--- config.mk ---
export PLATFORM = sky130hd
export DESIGN_NAME = overwriting_ring_buffer
export DESIGN_NICKNAME = d
export VERILOG_FILES = /design/src/rtl/core/orb_pkg.sv /design/src/rtl/core/orb_ctrl.sv /design/src/rtl/core/orb_dp.sv /design/src/rtl/core/overwriting_ring_buffer.sv
export VERILOG_INCLUDE_DIRS = /design/src /design/src/rtl/core
export SDC_FILE = /design/constraint.sdc
export NUM_CORES = 1
export LEC_CHECK = 0
export BUFFER_PORTS_ARGS = -buffer_cell sky130_fd_sc_hd__buf_2
export CAP_MARGIN = 5
export CORE_UTILIZATION = 35
export CTS_CLUSTER_DIAMETER = 150
export DETAILED_ROUTE_END_ITERATION = 12
export PLACE_DENSITY_LB_ADDON = 0.2
export SYNTH_ARGS = -nofsm -noshare
export SYNTH_HDL_FRONTEND = slang
export SYNTH_SLANG_ARGS = --single-unit
export TNS_END_PERCENT = 50
--- constraint.sdc ---
create_clock -name clk -period 4.61 [get_ports clk]
set_input_delay 0.922 -clock clk [delete_from_list [all_inputs] [get_ports clk]]
set_output_delay 0.922 -clock clk [all_outputs]
set_load 0.05 [all_outputs]
--- src/rtl/core/assert_macros.svh ---
// assertion macros shared by the ring buffer modules
`ifndef ASSERT_MACROS_SVH
`define ASSERT_MACROS_SVH

// same-cycle implication, checked on every rising clock edge outside reset
`define ORB_ASSERT_IMPL(label, ante, cons) \
    label: assert property (@(posedge clk) disable iff (!rst_n) (ante) |-> (cons)) \
        else $error("ring buffer check failed");

// next-cycle implication, checked on every rising clock edge outside reset
`define ORB_ASSERT_NEXT(label, ante, cons) \
    label: assert property (@(posedge clk) disable iff (!rst_n) (ante) |=> (cons)) \
        else $error("ring buffer check failed");

`endif

--- src/rtl/core/orb_pkg.sv ---
// shared constants, request codes and command types of the ring buffer
package orb_pkg;

    localparam int DEPTH      = 16;
    localparam int DATA_WIDTH = 32;
    localparam int PTR_W      = $clog2(DEPTH);
    localparam int SIZE_W     = 5;
    localparam int RES_W      = 32;
    localparam int IDX_W      = 9;

    // request codes carried on s_tuser
    localparam logic [1:0] REQ_PUSH = 2'd0;
    localparam logic [1:0] REQ_POP  = 2'd1;
    localparam logic [1:0] REQ_PEEK = 2'd2;

    // commands from the controller to the datapath
    typedef struct packed {
        logic capture;   // latch the request and read its slot
        logic execute;   // update the ring and load the result register
    } orb_cmd_t;

endpackage

--- src/rtl/core/orb_ctrl.sv ---
// controller: request handshake, two-step sequence and output valid flag
module orb_ctrl
    import orb_pkg::*;
(
    input  logic     clk,
    input  logic     rst_n,
    input  logic     s_tvalid,
    output logic     s_tready,
    output logic     m_tvalid,
    input  logic     m_tready,
    output orb_cmd_t cmd
);

    typedef enum logic [1:0] {
        ST_IDLE = 2'b01,
        ST_EXEC = 2'b10
    } orb_state_t;

    orb_state_t state_reg, state_next;
    logic       out_valid_reg, out_valid_next;
    logic       accept;

    // take a request only when idle and the result slot is free by the next edge
    assign s_tready = (state_reg == ST_IDLE) && (!out_valid_reg || m_tready);
    assign accept   = s_tvalid && s_tready;
    assign m_tvalid = out_valid_reg;

    assign cmd.capture = accept;
    assign cmd.execute = (state_reg == ST_EXEC);

    // sequence and output flag next state
    always_comb
    begin
        state_next     = state_reg;
        out_valid_next = out_valid_reg;
        if (out_valid_reg && m_tready)
        begin
            out_valid_next = 1'b0;
        end
        case (state_reg)
            ST_IDLE:
            begin
                if (accept)
                begin
                    state_next = ST_EXEC;
                end
            end
            ST_EXEC:
            begin
                state_next     = ST_IDLE;
                out_valid_next = 1'b1;
            end
            default:
            begin
                state_next = ST_IDLE;
            end
        endcase
    end

    // control registers
    always_ff @(posedge clk or negedge rst_n)
    begin
        if (!rst_n)
        begin
            state_reg     <= ST_IDLE;
            out_valid_reg <= 1'b0;
        end
        else
        begin
            state_reg     <= state_next;
            out_valid_reg <= out_valid_next;
        end
    end

`include "assert_macros.svh"

    `ORB_ASSERT_NEXT(a_accept_then_exec, accept, state_reg == ST_EXEC)
    `ORB_ASSERT_IMPL(a_exec_slot_free, state_reg == ST_EXEC, !out_valid_reg)
    `ORB_ASSERT_NEXT(a_exec_gives_result, state_reg == ST_EXEC, out_valid_reg)

endmodule

--- src/rtl/core/orb_dp.sv ---
// datapath: slot store, positions, empty flag, request and result registers
module orb_dp
    import orb_pkg::*;
(
    input  logic                    clk,
    input  logic                    rst_n,
    input  orb_cmd_t                cmd,
    input  logic [1:0]              req_type,
    input  logic [DATA_WIDTH-1:0]   push_value,
    input  logic signed [IDX_W-1:0] peek_index,
    input  logic                    cfg_we,
    input  logic [SIZE_W-1:0]       cfg_wdata,
    output logic [RES_W-1:0]        result_value
);

    logic [DATA_WIDTH-1:0] slot_reg [DEPTH];
    logic [DEPTH-1:0]      valid_reg, valid_next;
    logic [PTR_W-1:0]      wr_pos_reg, wr_pos_next;
    logic [PTR_W-1:0]      rd_pos_reg, rd_pos_next;
    logic                  empty_reg, empty_next;
    logic [SIZE_W-1:0]     size_reg;
    logic [SIZE_W-1:0]     size_sat;

    logic [1:0]            req_reg;
    logic [DATA_WIDTH-1:0] value_reg;
    logic                  zero_reg;
    logic [DATA_WIDTH-1:0] rd_data_reg;
    logic                  rd_valid_reg;
    logic [RES_W-1:0]      result_reg, result_next;

    logic [PTR_W-1:0]      rd_addr;
    logic [SIZE_W-1:0]     peek_sum;
    logic                  peek_far;
    logic [DATA_WIDTH-1:0] rd_word;
    logic                  mem_we;
    logic [PTR_W-1:0]      wr_next_pos;
    logic [PTR_W-1:0]      rd_next_pos;

    // advance a position, wrapping at the ring size
    function automatic logic [PTR_W-1:0] next_pos(input logic [PTR_W-1:0] p,
                                                 input logic [SIZE_W-1:0] sz);
        logic [SIZE_W-1:0] inc;
        inc = {1'b0, p} + SIZE_W'(1);
        next_pos = (inc >= sz) ? '0 : inc[PTR_W-1:0];
    endfunction

    // saturate the written size into 1..DEPTH
    always_comb
    begin
        size_sat = cfg_wdata;
        if (cfg_wdata == '0)
        begin
            size_sat = SIZE_W'(1);
        end
        else if (cfg_wdata > SIZE_W'(DEPTH))
        begin
            size_sat = SIZE_W'(DEPTH);
        end
    end

    // slot address of the request: write slot, oldest slot, newest slot or offset
    assign peek_sum = {1'b0, rd_pos_reg} + {1'b0, peek_index[PTR_W-1:0]};
    assign peek_far = !peek_index[IDX_W-1] && ({1'b0, peek_index[IDX_W-2:0]} >=
                      {{(IDX_W-SIZE_W){1'b0}}, size_reg});

    always_comb
    begin
        case (req_type)
            REQ_PUSH: rd_addr = wr_pos_reg;
            REQ_POP:  rd_addr = rd_pos_reg;
            REQ_PEEK:
            begin
                if (peek_index[IDX_W-1])
                begin
                    rd_addr = (wr_pos_reg == '0) ? PTR_W'(size_reg - SIZE_W'(1))
                                                 : wr_pos_reg - PTR_W'(1);
                end
                else if (peek_sum >= size_reg)
                begin
                    rd_addr = PTR_W'(peek_sum - size_reg);
                end
                else
                begin
                    rd_addr = peek_sum[PTR_W-1:0];
                end
            end
            default:  rd_addr = rd_pos_reg;
        endcase
    end

    // request registers and registered slot read
    always_ff @(posedge clk)
    begin
        if (cmd.capture)
        begin
            req_reg      <= req_type;
            value_reg    <= push_value;
            zero_reg     <= (req_type == REQ_PEEK) && peek_far;
            rd_data_reg  <= slot_reg[rd_addr];
            rd_valid_reg <= valid_reg[rd_addr];
        end
    end

    assign rd_word     = rd_valid_reg ? rd_data_reg : '0;
    assign wr_next_pos = next_pos(wr_pos_reg, size_reg);
    assign rd_next_pos = next_pos(rd_pos_reg, size_reg);

    // ring update for the captured request
    always_comb
    begin
        valid_next  = valid_reg;
        wr_pos_next = wr_pos_reg;
        rd_pos_next = rd_pos_reg;
        empty_next  = empty_reg;
        result_next = result_reg;
        mem_we      = 1'b0;
        if (cmd.execute)
        begin
            result_next = '0;
            case (req_reg)
                REQ_PUSH:
                begin
                    mem_we                 = 1'b1;
                    valid_next[wr_pos_reg] = 1'b1;
                    wr_pos_next            = wr_next_pos;
                    empty_next             = 1'b0;
                    if (rd_word != '0)
                    begin
                        result_next = RES_W'(rd_word);
                        rd_pos_next = wr_next_pos;
                    end
                    else if (empty_reg)
                    begin
                        rd_pos_next = wr_pos_reg;
                    end
                end
                REQ_POP:
                begin
                    if (!empty_reg)
                    begin
                        result_next            = RES_W'(rd_word);
                        valid_next[rd_pos_reg] = 1'b0;
                        rd_pos_next            = rd_next_pos;
                        if (rd_next_pos == wr_pos_reg)
                        begin
                            empty_next = 1'b1;
                        end
                    end
                end
                REQ_PEEK:
                begin
                    if (!empty_reg && !zero_reg)
                    begin
                        result_next = RES_W'(rd_word);
                    end
                end
                default:
                begin
                    result_next = '0;
                end
            endcase
        end
    end

    // slot store write port
    always_ff @(posedge clk)
    begin
        if (mem_we)
        begin
            slot_reg[wr_pos_reg] <= value_reg;
        end
    end

    // result register
    always_ff @(posedge clk)
    begin
        result_reg <= result_next;
    end

    assign result_value = result_reg;

    // ring state, cleared by reset and by a size write
    always_ff @(posedge clk or negedge rst_n)
    begin
        if (!rst_n)
        begin
            valid_reg  <= '0;
            wr_pos_reg <= '0;
            rd_pos_reg <= '0;
            empty_reg  <= 1'b1;
            size_reg   <= SIZE_W'(DEPTH);
        end
        else if (cfg_we)
        begin
            valid_reg  <= '0;
            wr_pos_reg <= '0;
            rd_pos_reg <= '0;
            empty_reg  <= 1'b1;
            size_reg   <= size_sat;
        end
        else
        begin
            valid_reg  <= valid_next;
            wr_pos_reg <= wr_pos_next;
            rd_pos_reg <= rd_pos_next;
            empty_reg  <= empty_next;
        end
    end

`include "assert_macros.svh"

    `ORB_ASSERT_IMPL(a_wr_pos_in_ring, 1'b1, {1'b0, wr_pos_reg} < size_reg)
    `ORB_ASSERT_IMPL(a_rd_pos_in_ring, 1'b1, {1'b0, rd_pos_reg} < size_reg)
    `ORB_ASSERT_NEXT(a_cfg_clears, cfg_we, empty_reg && valid_reg == '0)

endmodule

--- src/rtl/core/overwriting_ring_buffer.sv ---
// top level of the overwriting ring buffer: controller plus datapath
//
// Usage:
//   Requests enter on the s_ channel: s_tuser holds the request code (push,
//   pop, peek), s_tdata holds the push word and the signed peek index.
//   Every request gives exactly one result word on the m_ channel: the word
//   displaced by a push, the popped word, or the peeked word, 0 when none.
//   cfg_we with cfg_wdata sets the number of slots in use (saturated to
//   1..16) and clears the ring; write it only while no request is pending.
//   After acceptance a request passes through the execute state, where the
//   ring update happens, and then m_tvalid rises; the slot read is registered
//   at acceptance. A new request is taken only once the controller is idle.
//   A finished result waits in the output register; the next request is
//   taken while that result is being taken in the same cycle.
//   When the receiver stalls, the result holds and s_tready stays low once a
//   new request would need the output register.
//   Reset empties the ring, sets the size to 16 and drops m_tvalid.
module overwriting_ring_buffer
    import orb_pkg::*;
(
    input  logic                  clk,
    input  logic                  rst_n,
    input  logic                  s_tvalid,
    output logic                  s_tready,
    input  logic [47:0]           s_tdata,   // push_value[31:0], peek_index[40:32], zero fill
    input  logic [1:0]            s_tuser,   // req_type[1:0]
    output logic                  m_tvalid,
    input  logic                  m_tready,
    output logic [RES_W-1:0]      m_tdata,   // result_value[31:0]
    input  logic                  cfg_we,
    input  logic [SIZE_W-1:0]     cfg_wdata
);

    orb_cmd_t cmd;

    // sequencing and handshake
    orb_ctrl u_ctrl (
        .clk      (clk),
        .rst_n    (rst_n),
        .s_tvalid (s_tvalid),
        .s_tready (s_tready),
        .m_tvalid (m_tvalid),
        .m_tready (m_tready),
        .cmd      (cmd)
    );

    // storage and ring arithmetic
    orb_dp u_dp (
        .clk          (clk),
        .rst_n        (rst_n),
        .cmd          (cmd),
        .req_type     (s_tuser),
        .push_value   (s_tdata[DATA_WIDTH-1:0]),
        .peek_index   (s_tdata[DATA_WIDTH+IDX_W-1:DATA_WIDTH]),
        .cfg_we       (cfg_we),
        .cfg_wdata    (cfg_wdata),
        .result_value (m_tdata)
    );

endmodule
==> results of run 1 <==
-- Yosys cell counts, drive strengths merged (15+ instances only) --
cell	number	area share
a31oi	17	0.0040
o311ai	33	0.011
ha	33	0.016
and3	36	0.0085
a32oi	33	0.011
clkbuf	47	0.0067
nand3	37	0.0070
nor3	15	0.0028
nor2	38	0.0054
a311oi	16	0.0053
mux2i	233	0.088
inv	22	0.0031
edfxtp	612	0.70
o21ai	17	0.0032
a211oi	70	0.020
nand2	153	0.022
nor2b	73	0.017
a21oi	27	0.0051
buf	51	0.014
dfrtp	30	0.028
-- report_power, final --
part | leakage [nW] | internal (mW) | switching, mW | total [mW]
combinational | 3.98 | 0.452 | 0.741 | 1.19
clock | 1.16 | 3.44 | 2.29 | 5.73
sequential | 5.97 | 6.62 | 0.172 | 6.80
total | 11.1 | 10.5 | 3.20 | 13.7
-- layout make-up --
| class | count | share of cell area |
|---|---|---|
| clock inverters | 38 | 0.0124 |
| clock buffers | 92 | 0.0642 |
| repair buffers | 165 | 0.0443 |
| inverters | 22 | 0.00274 |
| flip-flops and latches | 645 | 0.619 |
| diodes | 1 | 0.0000807 |
| multi-input cells | 909 | 0.218 |
| well taps | 969 | 0.0391 |
-- worst paths after layout --
check                                                from                              to  slack (ns)  depth (start not counted)
min in group clk                              s_tdata[21]    u_dp.value_reg[21]$_DFFE_PP_        0.49                          1
hold / removal                                      rst_n   u_dp.valid_reg[6]$_DFFE_PN0P_        0.43                          1
max in group asynchronous                           rst_n    u_dp.size_reg[0]$_DFFE_PN0P_        3.66                          1
setup / recovery           u_dp.rd_pos_reg[0]$_DFFE_PN0P_  u_dp.rd_data_reg[12]$_DFFE_PP_        0.36                         13
setup reg to reg           u_dp.rd_pos_reg[0]$_DFFE_PN0P_  u_dp.rd_data_reg[12]$_DFFE_PP_        0.36                         13
hold reg to reg             u_dp.valid_reg[0]$_DFFE_PN0P_   u_dp.valid_reg[0]$_DFFE_PN0P_        0.58                          2
-- logic make-up after synthesis --
kind of cell / Yosys count
AND/OR/NAND/NOR: 389
multiplexers: 234
flip-flops: 645
XOR/XNOR: 10
buffers and inverters: 120
adder cells (fa/ha/maj): 35
AO/OA/AOI/OAI: 241
-- cells in the final DEF (no fill, tap or decap), types with 30 or more instances in the layout --
master | Yosys | routed
edfxtp_1 | 612 | 612
mux2i_1 | 233 | 233
nand2_1 | 153 | 152
buf_2 | 23 | 86
clkbuf_16 | 0 | 75
nor2b_1 | 73 | 73
a211oi_1 | 70 | 70
buf_4 | 4 | 51
nand3_1 | 37 | 37
and3_1 | 36 | 35
a32oi_1 | 33 | 33
o311ai_1 | 33 | 33
ha_1 | 33 | 33
dfrtp_1 | 30 | 30
-- metrics by stage --
step	setup slack (ns)	instance area, sq um	setup TNS, ns	cells	power (mW)
after floorplan	0.350	26400	0	1674	7.63
after global placement	-0.0716	28600	-0.278	2710	8.10
after detailed placement	-0.0897	28600	-0.466	2710	8.12
after CTS	0.364	31000	0	2840	13.9
after global routing	0.0637	31000	0	2840	14.2
final	0.360	31000	0	2841	13.7
-- metal layers --
metal	global-route usage	routed length [um]
met5	0	0
met4	0.0439	1360
met3	0.0307	3700
met2	0.270	30800
met1	0.255	31900
==> results.json, run 1 <==
{
  "worst_ep_required_time_ns": 4.95,
  "antenna_found_initial": 4,
  "post_cts_buffers": 0,
  "synth_xor_area_frac": 0.00331,
  "grt_max_degree": 42,
  "synthMuxAreaShare": 0.0886,
  "cp_max_fo": 11,
  "drtIter0Drc": 1298,
  "ys_ff_latch": 645,
  "synth_edf_count": 612,
  "syn_nets": 1769,
  "syn_avg_cell_area_sq_um": 15.8,
  "grt_pass1_vias": 14700,
  "final-hold-violation-count": 0,
  "grt_pass1_wl_um": 98700,
  "crit_type": "reg -> reg",
  "min_period_ns": 4.25,
  "synth_fa_ha_area_frac": 0.0171,
  "post-route-period-util": 0.922,
  "power.density_nw_per_um2": 442,
  "cellLeakagePower_nw": 11.1,
  "die_h_um": 277,
  "drive_gt1_frac": 0.164,
  "synth_flop_cell": "edfxtp_1",
  "fmax_mhz": 235,
  "rsz0062_at_grt": "false",
  "cts_max_path_buffers": 3,
  "utilization": 0.416,
  "path_cells": "ha_1 -> fa_1 -> xor2_1 -> ha_1 -> a211oi_1 -> o221ai_1 -> buf_4 -> and2_1 -> o31ai_1 -> nor2_4 -> buf_12 -> a32oi_1 -> o311ai_1",
  "gp_congestion": 0.786,
  "dpl.hpwl_um": 37600,
  "vias": 15000,
  "cts_tree": "built",
  "drt-pass1-iter-count": 5,
  "clock_sinks": 645,
  "largest_reg_flops": 512,
  "grtUsageTotal": 0.175,
  "yosys_warnings": 0,
  "cts-buffers-inserted": 70,
  "cp_slowest_stage_delay_ns": 0.50,
  "relSlewSlack": 0.260,
  "cts.clk_slew.worst_paths_ns": 0.06,
  "post_cts_resized": 0,
  "register_area_sq_um": 19200,
  "routedWlPerCell_um": 23.8,
  "initial_utilization": 0.355,
  "ir_drop_mv": 0.264,
  "worst_path_max_delay_cell": "dfrtp_1",
  "worstPathArrival_ns": 4.59,
  "dieArea_sq_um": 76600,
  "multiInputGateArea_sq_um": 6760,
  "cts_root_buf": "clkbuf_16",
  "fin_skew_ns": 0.0160,
  "synth_cell_types": 54,
  "coreArea_sq_um": 74600,
  "setup_viol": 0,
  "ctsHtreeMaxLevel": 3,
  "clk_latency_ns": 0.60,
  "area_growth_syn_to_layout_pct": 17.3,
  "critPathCaptureType": "flip-flop",
  "worst_setup_path_start_kind": "flip-flop",
  "cap_violations": 0,
  "io_pins": 94,
  "placementRows": 100,
  "yosys.area_share.simple": 0.0723,
  "wirelength_um": 67700,
  "overflow": 0,
  "drc": 0,
  "vias_per_cell": 5.26,
  "worst_pin_slew_ns": 1.11,
  "cp_top_family": "compound AO/OA/AOI/OAI gates",
  "path_buf_inv": 2,
  "hold_buffers": 0,
  "seq_area_frac_synth": 0.726,
  "synth_area_sq_um": 26400,
  "synth_compound_area_frac": 0.0687,
  "fin_hold_ws_ns": 0.426,
  "ys_async_sr_fraction": 0.0512,
  "die_x_um": 277,
  "port_buffers": 86,
  "status": "finished, final reports clean",
  "synth_top_family_by_area": "multiplexers",
  "n_fill_cell": 6743,
  "fin_nets": 1908,
  "slew_violations": 0,
  "path_common_cell": "ha_1",
  "netlist_instances": 1674,
  "worst_hold_path_type": "in -> async",
  "ant_nets": 0
}
No activity file was read; power rests on OpenSTA's default activity.
==> inputs of run 2 (changes only) <==
ABC_AREA = 1   (was unset)
==> results.json, run 2 <==
{
  "seq_area_frac_synth": 0.670,
  "placementRows": 104,
  "cp_max_fo": 52,
  "relSlewSlack": 0.404,
  "cts_max_path_buffers": 3,
  "cts-buffers-inserted": 73,
  "worstPathArrival_ns": 4.15,
  "crit_type": "in -> reg",
  "coreArea_sq_um": 80800,
  "routedWlPerCell_um": 20.2,
  "min_period_ns": 3.81,
  "final-hold-violation-count": 0,
  "die_x_um": 288,
  "worst_hold_path_type": "in -> async",
  "grt_pass1_wl_um": 116000,
  "yosysTopAreaCellShare": 0.641,
  "rsz0062_at_grt": "false",
  "cts_tree": "built",
  "placed_area_sq_um": 30700,
  "die_h_um": 288,
  "setup_viol": 0,
  "netlist_instances": 2651,
  "status": "finished, violations left",
  "cts_root_buf": "clkbuf_16",
  "cellLeakagePower_nw": 13.4,
  "synth_flop_cell": "edfxtp_1",
  "drive_gt1_frac": 0.106,
  "yosys.area.top_type": "edfxtp_1",
  "post_cts_resized": 0,
  "violations": "DRC",
  "critPathCaptureType": "flip-flop",
  "synth_area_sq_um": 28700,
  "placed_cells": 3712,
  "ys_ff_latch": 645,
  "syn_avg_cell_area_sq_um": 10.8,
  "fin_nets": 2822,
  "layout_commonest_cell": "nand3_1",
  "rrSetupSlack_ns": 0.82,
  "vias_per_cell": 4.99,
  "final_cell_mix": "nand3_1 (620), edfxtp_1 (612), nand2_1 (527), inv_1 (398), buf_2 (86)",
  "final_area_sq_um": 33000,
  "synth_edf_count": 612,
  "antenna_found_initial": 2,
  "vias": 19200,
  "endpoint": "u_dp.rd_data_reg[25]$_DFFE_PP_",
  "clk_latency_ns": 0.61,
  "ctsHtreeMaxLevel": 3,
  "netlist_top_cells_area": "edfxtp_1 (64%), nand3_1 (11%), nand2_1 (6.9%)",
  "fin_skew_ns": 0.0252,
  "grt_pass1_vias": 18500,
  "startpoint": "s_tdata[32]",
  "syn_nets": 2746,
  "dpl.hpwl_um": 43400,
  "reg2regPathDepth": 20,
  "n_antenna_cell": 0,
  "timing.rr.end": "u_dp.rd_data_reg[25]$_DFFE_PP_",
  "wirelength_um": 77700,
  "ant_nets": 0,
  "dieArea_sq_um": 83100,
  "fmax_mhz": 263,
  "synth_cell_types": 43,
  "yosys_warnings": 0,
  "n_fill_cell": 7589,
  "drc": 4,
  "drt-pass1-iter-count": 11,
  "post-route-period-util": 0.826,
  "setup_ws_ns": 0.801,
  "tns_ns": 0,
  "gp_congestion": 0.842,
  "area_growth_syn_to_layout_pct": 14.9,
  "ir_drop_mv": 0.261,
  "io_pins": 94,
  "post_cts_buffers": 0,
  "hold_buffers": 0,
  "worst_ep_required_time_ns": 4.95,
  "worst_setup_path_start_kind": "input port",
  "grtUsageTotal": 0.188,
  "cts.clk_slew.worst_paths_ns": 0.06,
  "port_buffers": 86,
  "initial_utilization": 0.355,
  "cap_violations": 0,
  "drtIter0Drc": 1458,
  "synth.most_common_cell": "nand3_1",
  "grt_max_degree": 88,
  "worst_pin_slew_ns": 0.894,
  "clock_sinks": 645,
  "fin_hold_ws_ns": 0.426,
  "overflow": 0,
  "r2r-start": "u_dp.rd_pos_reg[0]$_DFFE_PN0P_",
  "dp_slack_ns": 0.184,
  "largest_reg_flops": 512,
  "synthTopCellsByCount": "nand3_1 (620), edfxtp_1 (612), nand2_1 (529), inv_1 (399), buf_2 (101)",
  "fin_cells": 3845,
  "power.density_nw_per_um2": 432,
  "ys_async_sr_fraction": 0.0512,
  "slew_violations": 0
}
-- run 2: cell types whose count changed after synthesis, sizes merged, moves of 24 or more --
cell	previous run	this run
nor2	38	78
nand2	153	532
a32oi	33	0
buf	51	127
mux2i	233	0
nand3b	3	65
inv	22	403
nor2b	73	0
a211oi	70	0
and3	36	3
clkbuf	47	23
nand3	37	621
-- run 2: worst min-delay path by stage --
| stage | from | end | slack, ns | depth (start not counted) |
|---|---|---|---|---|
| 2_1_floorplan | u_dp.empty_reg$_DFFE_PN1P_ | u_dp.empty_reg$_DFFE_PN1P_ | 0.50 | 2 |
| 6_report | rst_n | u_dp.size_reg[0]$_DFFE_PN0P_ | 0.43 | 1 |
| 3_5_place_dp | u_dp.empty_reg$_DFFE_PN1P_ | u_dp.empty_reg$_DFFE_PN1P_ | 0.53 | 2 |
| 4_1_cts | rst_n | u_dp.size_reg[1]$_DFFE_PN0P_ | 0.42 | 1 |
| 5_1_grt | rst_n | u_dp.size_reg[1]$_DFFE_PN0P_ | 0.46 | 1 |
| 3_3_place_gp | u_dp.empty_reg$_DFFE_PN1P_ | u_dp.empty_reg$_DFFE_PN1P_ | 0.51 | 2 |
-- run 2: kinds of logic after synthesis --
family | synth area share
AND/OR/NAND/NOR | 0.211
flip-flops | 0.670
buffers and inverters | 0.0808
AO/OA/AOI/OAI | 0.0197
adder cells (fa/ha/maj) | 0.0158
XOR/XNOR | 0.00275
-- run 2: layout make-up --
class | instances | area, sq um | area share
Inverter | 406 | 1530 | 0.0464
Tap cell | 1060 | 1330 | 0.0402
Sequential cell | 645 | 19200 | 0.583
Multi-Input combinational cell | 1450 | 7350 | 0.223
Timing Repair Buffer | 151 | 1260 | 0.0381
Clock inverter | 43 | 382 | 0.0116
Clock buffer | 90 | 1920 | 0.0583
-- run 2: power by group --
| part | switching [mW] | internal [mW] | leakage, nW |
|---|---|---|---|
| Clock | 2.35 | 3.26 | 1.12 |
| Combinational | 1.23 | 0.563 | 6.26 |
| Sequential | 0.197 | 6.64 | 5.99 |
-- run 2: through the flow --
step | power (mW) | utilization
finish | 14.2 | 0.408
global route | 14.8 | 0.408
CTS | 14.4 | 0.408
detailed placement | 8.76 | 0.379
global placement | 8.73 | 0.379
floorplan | 8.07 | -
-- run 2: layer usage --
metal | routed length, um | share of wire | GRT usage
met5 | 0 | 0 | 0
met4 | 1920 | 0.025 | 0.0624
met3 | 4070 | 0.052 | 0.0254
met2 | 36400 | 0.47 | 0.305
met1 | 35300 | 0.45 | 0.261
-- run 2: worst max-delay path: stages --
cell     delay [ns]
buf_2          0.11
ha_1           0.22
fa_1           0.39
nand2_1        0.08
inv_1          0.05
o21ai_0        0.14
nand2_1        0.08
ha_1           0.29
a21oi_1        0.27
nand3_2        0.18
nand2_1        0.09
nand3_1        0.16
nand2_8        0.20
nand2_8        0.19
buf_12         0.26
nand2_1        0.09
nand2_1        0.05
nand2_1        0.05
nand3_1        0.07
nand3_1        0.10
nand2_1        0.10
